**src/rtl/snbd_pkg.sv**
```systemverilog
`timescale 1ns / 1ps
// ----------------------------------------------------------------------------
// snbd_pkg
// Shared types and constants for the spectrum normalizer / beat detector.
// ----------------------------------------------------------------------------
package snbd_pkg;

    localparam int BIN_COUNT = 512;
    localparam int LOW_BINS  = 5;

    localparam int IDX_W  = 9;
    localparam int PART_W = 24;
    localparam int MAG_W  = 24;
    localparam int CFG_W  = 16;
    localparam int ADDR_W = 2;
    localparam int SQ_W   = 48;

    localparam logic [ADDR_W-1:0] REG_DECAY  = 2'd0;
    localparam logic [ADDR_W-1:0] REG_FLOOR  = 2'd1;
    localparam logic [ADDR_W-1:0] REG_THRESH = 2'd2;
    localparam logic [ADDR_W-1:0] REG_MANUAL = 2'd3;

    localparam logic [CFG_W-1:0] DECAY_RST  = 16'd21;
    localparam logic [CFG_W-1:0] FLOOR_RST  = 16'd1049;
    localparam logic [CFG_W-1:0] THRESH_RST = 16'd524;

    // floor(n / 10) == (n * RECIP10) >> 35 for any n below 2^32
    localparam logic [31:0] RECIP10    = 32'hCCCC_CCCD;
    localparam logic [MAG_W-1:0] LEVEL_MAX = '1;

    typedef enum logic [3:0] {
        ST_IDLE,
        ST_SQ_RE,
        ST_SQ_IM,
        ST_SQRT,
        ST_PREP,
        ST_DIV,
        ST_UPD,
        ST_AVG1,
        ST_AVG2,
        ST_BEAT,
        ST_OUT
    } t_state;

    typedef struct packed {
        logic load;
        logic trig;
        logic sq_re;
        logic sq_im;
        logic sqrt_step;
        logic div_prep;
        logic div_step;
        logic upd;
        logic avg1;
        logic avg2;
        logic beat;
        logic out_load;
    } t_dp_cmd;

    typedef struct packed {
        logic sqrt_last;
        logic div_skip;
        logic div_last;
        logic frame_last;
        logic out_free;
    } t_dp_stat;

endpackage

```
**src/rtl/snbd_ctrl.sv**
```systemverilog
`timescale 1ns / 1ps
// ----------------------------------------------------------------------------
// snbd_ctrl
// Sequencer: one item through square, root, divide, update, avg/beat, output.
// ----------------------------------------------------------------------------
module snbd_ctrl (
    input  logic              i_clk,
    input  logic              i_rst_n,
    input  logic              i_in_valid,
    input  logic              i_in_command,
    input  snbd_pkg::t_dp_stat i_stat,
    output logic              o_in_ready,
    output snbd_pkg::t_dp_cmd o_cmd
);
    import snbd_pkg::*;

    t_state r_state, n_state;

    always_ff @(posedge i_clk) begin
        if (!i_rst_n) begin
            r_state <= ST_IDLE;
        end else begin
            r_state <= n_state;
        end
    end

    always_comb begin
        n_state = r_state;
        unique case (r_state)
            ST_IDLE: begin
                if (i_in_valid && !i_in_command) n_state = ST_SQ_RE;
            end
            ST_SQ_RE: n_state = ST_SQ_IM;
            ST_SQ_IM: n_state = ST_SQRT;
            ST_SQRT: begin
                if (i_stat.sqrt_last) n_state = ST_PREP;
            end
            ST_PREP: n_state = i_stat.div_skip ? ST_UPD : ST_DIV;
            ST_DIV: begin
                if (i_stat.div_last) n_state = ST_UPD;
            end
            ST_UPD:  n_state = i_stat.frame_last ? ST_AVG1 : ST_OUT;
            ST_AVG1: n_state = ST_AVG2;
            ST_AVG2: n_state = ST_BEAT;
            ST_BEAT: n_state = ST_OUT;
            ST_OUT: begin
                if (i_stat.out_free) n_state = ST_IDLE;
            end
            default: n_state = ST_IDLE;
        endcase
    end

    always_comb begin
        o_cmd      = '0;
        o_in_ready = 1'b0;
        unique case (r_state)
            ST_IDLE: begin
                o_in_ready = 1'b1;
                o_cmd.load = i_in_valid && !i_in_command;
                o_cmd.trig = i_in_valid && i_in_command;
            end
            ST_SQ_RE: o_cmd.sq_re     = 1'b1;
            ST_SQ_IM: o_cmd.sq_im     = 1'b1;
            ST_SQRT:  o_cmd.sqrt_step = 1'b1;
            ST_PREP:  o_cmd.div_prep  = 1'b1;
            ST_DIV:   o_cmd.div_step  = 1'b1;
            ST_UPD:   o_cmd.upd       = 1'b1;
            ST_AVG1:  o_cmd.avg1      = 1'b1;
            ST_AVG2:  o_cmd.avg2      = 1'b1;
            ST_BEAT:  o_cmd.beat      = 1'b1;
            ST_OUT:   o_cmd.out_load  = i_stat.out_free;
            default: o_cmd = '0;
        endcase
    end

endmodule

```
**config.mk**
```make
export PLATFORM = sky130hd
export DESIGN_NAME = snbd_ctrl
export DESIGN_NICKNAME = d
export VERILOG_FILES = /design/src/rtl/snbd_pkg.sv /design/src/rtl/snbd_ctrl.sv
export SDC_FILE = /design/constraint.sdc
export NUM_CORES = 1
export LEC_CHECK = 0
export BUFFER_PORTS_ARGS = -buffer_cell sky130_fd_sc_hd__buf_4
export CORE_AREA = 2 2 39 41
export CTS_CLUSTER_SIZE = 8
export DETAILED_ROUTE_END_ITERATION = 16
export DIE_AREA = 0 0 41 43
export GPL_ROUTABILITY_DRIVEN = 1
export PLACE_DENSITY = 0.54
export SYNTH_ARGS = -nofsm -noshare
export SYNTH_HDL_FRONTEND = slang
export SYNTH_SLANG_ARGS = --single-unit
```
**constraint.sdc**
```tcl
create_clock -name i_clk -period 2.3 [get_ports i_clk]
set_clock_uncertainty 0.1 [all_clocks]
set_input_delay 0.46 -clock i_clk [delete_from_list [all_inputs] [get_ports i_clk]]
set_output_delay 0.46 -clock i_clk [all_outputs]
set_load 0.02 [all_outputs]
```
# ---- After elaboration in Yosys (flattened, before gate mapping)
# Index checks and enable logic that the tools add are counted.
dict set report word_totals {
  register_bits 4
  input_bits 9
  output_inout_bits 13
  wordCells 39
}
dict set report op_classes {
  n_eq_ne 14
  muxes 19
  n_reduce_logical 5
}
# op count
set op_table {}
lappend op_table {{case mux 4 bit (11 select lines)} 1}
lappend op_table {{2-to-1 mux 4 bit} 5}
lappend op_table {{equality test 4 x 3 -> 1 bit, second input constant} 4}
lappend op_table {{equality test 4 bit, second input constant} 3}
lappend op_table {{2-to-1 mux 1 bit} 11}
lappend op_table {{equality test 4 x 2 -> 1 bit, second input constant} 2}
lappend op_table {{!= test 2 bit, second input constant} 4}
lappend op_table {{equality test 4 x 1 -> 1 bit, second input constant} 1}
lappend op_table {{logical NOT 4 bit} 1}
lappend op_table {{2-to-1 mux 2 bit} 2}
lappend op_table {{AND reduction 4 bit} 1}
lappend op_table {{logical AND 1 bit} 2}
lappend op_table {{logical NOT 1 bit} 1}

# ---- Longest topological paths before layout
dict set report logic_depth {
  word_depth 4
  mapped_depth 4
  ltp_nobuf 4
}

# ---- Worst setup path after synthesis
# Ideal clock, no wire load.
dict set report synth_path {
  kind {reg-to-output}
  startpoint {reg r_state[3]}
  endpoint {out o_cmd[11] (netlist name)}
  arrival_time_ns 1.462
  t_required_ns 1.740
  slack_ns 0.278
  path_stages_with_launch 4
  path_buffers 0
  path_cell_list {dfxtp_1 > nor4_2 > nand2_1 > nor2_1}
}
# element line
set synth_rtl {}
lappend synth_rtl {{start: declaration} snbd_ctrl.sv:17} ;# t_state r_state, n_state;
lappend synth_rtl {{start signal: assignment} snbd_ctrl.sv:23} ;# r_state <= n_state;
lappend synth_rtl {{end: declaration} snbd_ctrl.sv:13} ;# output snbd_pkg::t_dp_cmd o_cmd

==> results.yml <==
run_status:
  outcome: "finished clean"
cells_and_area:
  syn_to_final_growth_pct: 48.0
  largest_reg_flops: 4
  seq_area_um2: 80.1
  multi_input_area_um2: 299
  stdcell_count: 92
  layout.nets: 87
  n_antenna_cell: 0
  largest-register: "r_state"
  drive_gt1_share_pct: 40.8
  reg_top3: "r_state (4)"
  fillers: 143
drt:
  drc: 0
  routed_wirelength_mm: 1.04
  vias: 460
  ant_nets: 0
  first_pass_iters: 2
  drtIter0Drc: 3
  wl_per_cell_um: 11.3
  via_per_inst: 5.00
grt:
  grt_pass1_wl_mm: 1.59
  antenna_found_initial: 0
  grt_usage_pct: 12.5
  grt_max_degree: 16
  overflow: 0
  first_global_vias: 417
sta:
  hold_viol: 0
  rsz0062_at_grt: "false"
  slew_headroom_pct: 64.6
  holdWs_ns: 0.399
  fin_crit_ns: 2.08
  setup_viol: 0
  fmax_mhz: 480
  setup_tns_ns: 0
  worst_pin_slew_ns: 0.531
  finalCritPeriodShare_pct: 90.7
  drv_slew: 0
synth:
  yosysTopAreaCell: "dfxtp_1"
  yosysWarnings: 0
  synthArstFlopShare_pct: 0
  synth_flop_cell: "dfxtp_1"
  synth-edff-count: 0
  ys_ff_latch: 4
  synth_fp_nets: 64
  syn_area_um2: 404
  syn_inst: 55
  yosys-top-cells-count: "6 x nor2_1, 6 x nor3_1, 5 x nand2b_1"
  ys_types: 29
  ys_seq_area_share_pct: 19.8
  yosysTopAreaCellShare_pct: 19.8
  synth.area.top_cells: "dfxtp_1 20%, nand2b_1 7.7%, nor3_1 7.4%"
  syn_avg_cell_area_um2: 7.35
cts:
  cts.sinks: 4
  numCtsBuffers: 3
  post_cts_buffers: 0
  clock_path_buffers: 2
  cts_root_buf: "clkbuf_4"
  cts_tree: "yes"
  cts.clk_slew.worst_paths_ns: 0.04
  hold_buffers: 0
  clk_latency_ns: 0.23
  cts.htree.levels: 1
  cts_resized: 0
power:
  power-per-cell-area_nw_per_um2: 805
  max-vdd-ir-drop_mv: 0.606
  power_mw: 0.482
  power_leakage_nw: 0.287
die:
  die_area_um2: 1760
  rows: 14
  die-height_um: 43
  die-width_um: 41
  io_pins: 22
  initial_utilization_pct: 29.2
  core_area_um2: 1380
setup_path:
  crit_arrival_ns: 1.52
  rrSetupSlack_ns: 0.59
  r2r_end: "r_state[0]"
  critPathMaxFanout: 15
  ff2ff_path_depth: 3
  cp-end-kind: "output port"
  critPathKind: "flop to output port"
  crit_start: "r_state[1]"
  cp-start-kind: "flop"
  reg2reg_from: "r_state[1]"
  cp.required_ns: 1.74
placement:
  dpl.hpwl_um: 762
  gp_congestion: 0.691
  portBuffers: 21
  dp.cells: 89
run:
  maxCapViolCount: 0
worst_hold_path:
  holdPathEnd: "r_state[1]"
  hold_class: "input port to flop"
  hold_path_depth: 2
  min_from: "i_rst_n"
## worst max-delay path, cell delays in order, from the launching register on
cell and delay, ns:
dfxtp_1 0.62, or2b_1 0.35, nor3_1 0.15, buf_4 0.17
## report_power, final
| group | leakage (nW) | switching [mW] | internal (mW) |
|---|---|---|---|
| Combinational | 0.240 | 0.134 | 0.124 |
| Clock | 0.0138 | 0.0252 | 0.0581 |
| Sequential | 0.0326 | 0.0562 | 0.0839 |
## layout by cell type, fill, tap and decap left out
cell and n:
o311a_1 1, inv_1 2, and3_1 1, nand2b_1 5, or3b_1 2, buf_4 22
a21oi_1 3, nor4_1 1, a211oi_2 1, o21ai_0 2, or2b_1 1, a22oi_1 1
nand3_1 1, a211oi_1 1, mux2i_1 1, o21a_1 1, clkbuf_4 3, nor4_4 1
a21oi_2 1, inv_2 1, nand2_1 3, a2111oi_1 1, a2111o_1 1, mux2_2 1
nor2_1 6, dfxtp_1 4, o211a_1 1, nor3_1 6, or2b_2 1
## through the flow
| stage | worst slack [ns] | utilization (%) | area (um^2) |
|---|---|---|---|
| global placement | 0.442 | 41.0 | 567 |
| detailed placement | 0.391 | 41.0 | 567 |
| global route | 0.101 | 43.2 | 598 |
| finish | 0.215 | 43.2 | 598 |
| CTS | 0.145 | 42.6 | 589 |
| floorplan | 0.278 | - | 404 |
## metal layers
metal,global-route usage [%],vias to the layer above,share of wire [%]
li1,-,246,-
met1,15.1,207,47
met2,20.6,7,50
met3,3.14,0,3.9
met4,4.00,0,0
met5,0,-,0
## cell type report
type	count	area share, %
sequential	4	13.4
tap	16	3.35
inverter	3	1.88
clock buffer	3	3.77
timing repair buffer	22	27.6
multi-input combinational	44	50.0
## worst max path at each step
stage / slack, ns / cells after the start / to
after floorplan: 0.28 / 3 / o_cmd[11]
after detailed placement: 0.39 / 3 / o_cmd[10]
after global placement: 0.44 / 3 / o_cmd[10]
after CTS: 0.15 / 3 / o_cmd[10]
final: 0.22 / 3 / o_cmd[8]
after global routing: 0.10 / 3 / o_cmd[8]
## kinds of logic after synthesis
family          synth area share (%)
compound gates                  27.2
flops                           19.8
mux                             5.26
simple gates                    39.3
buf+inv                         8.36
Power figures use the tool's default switching activity.
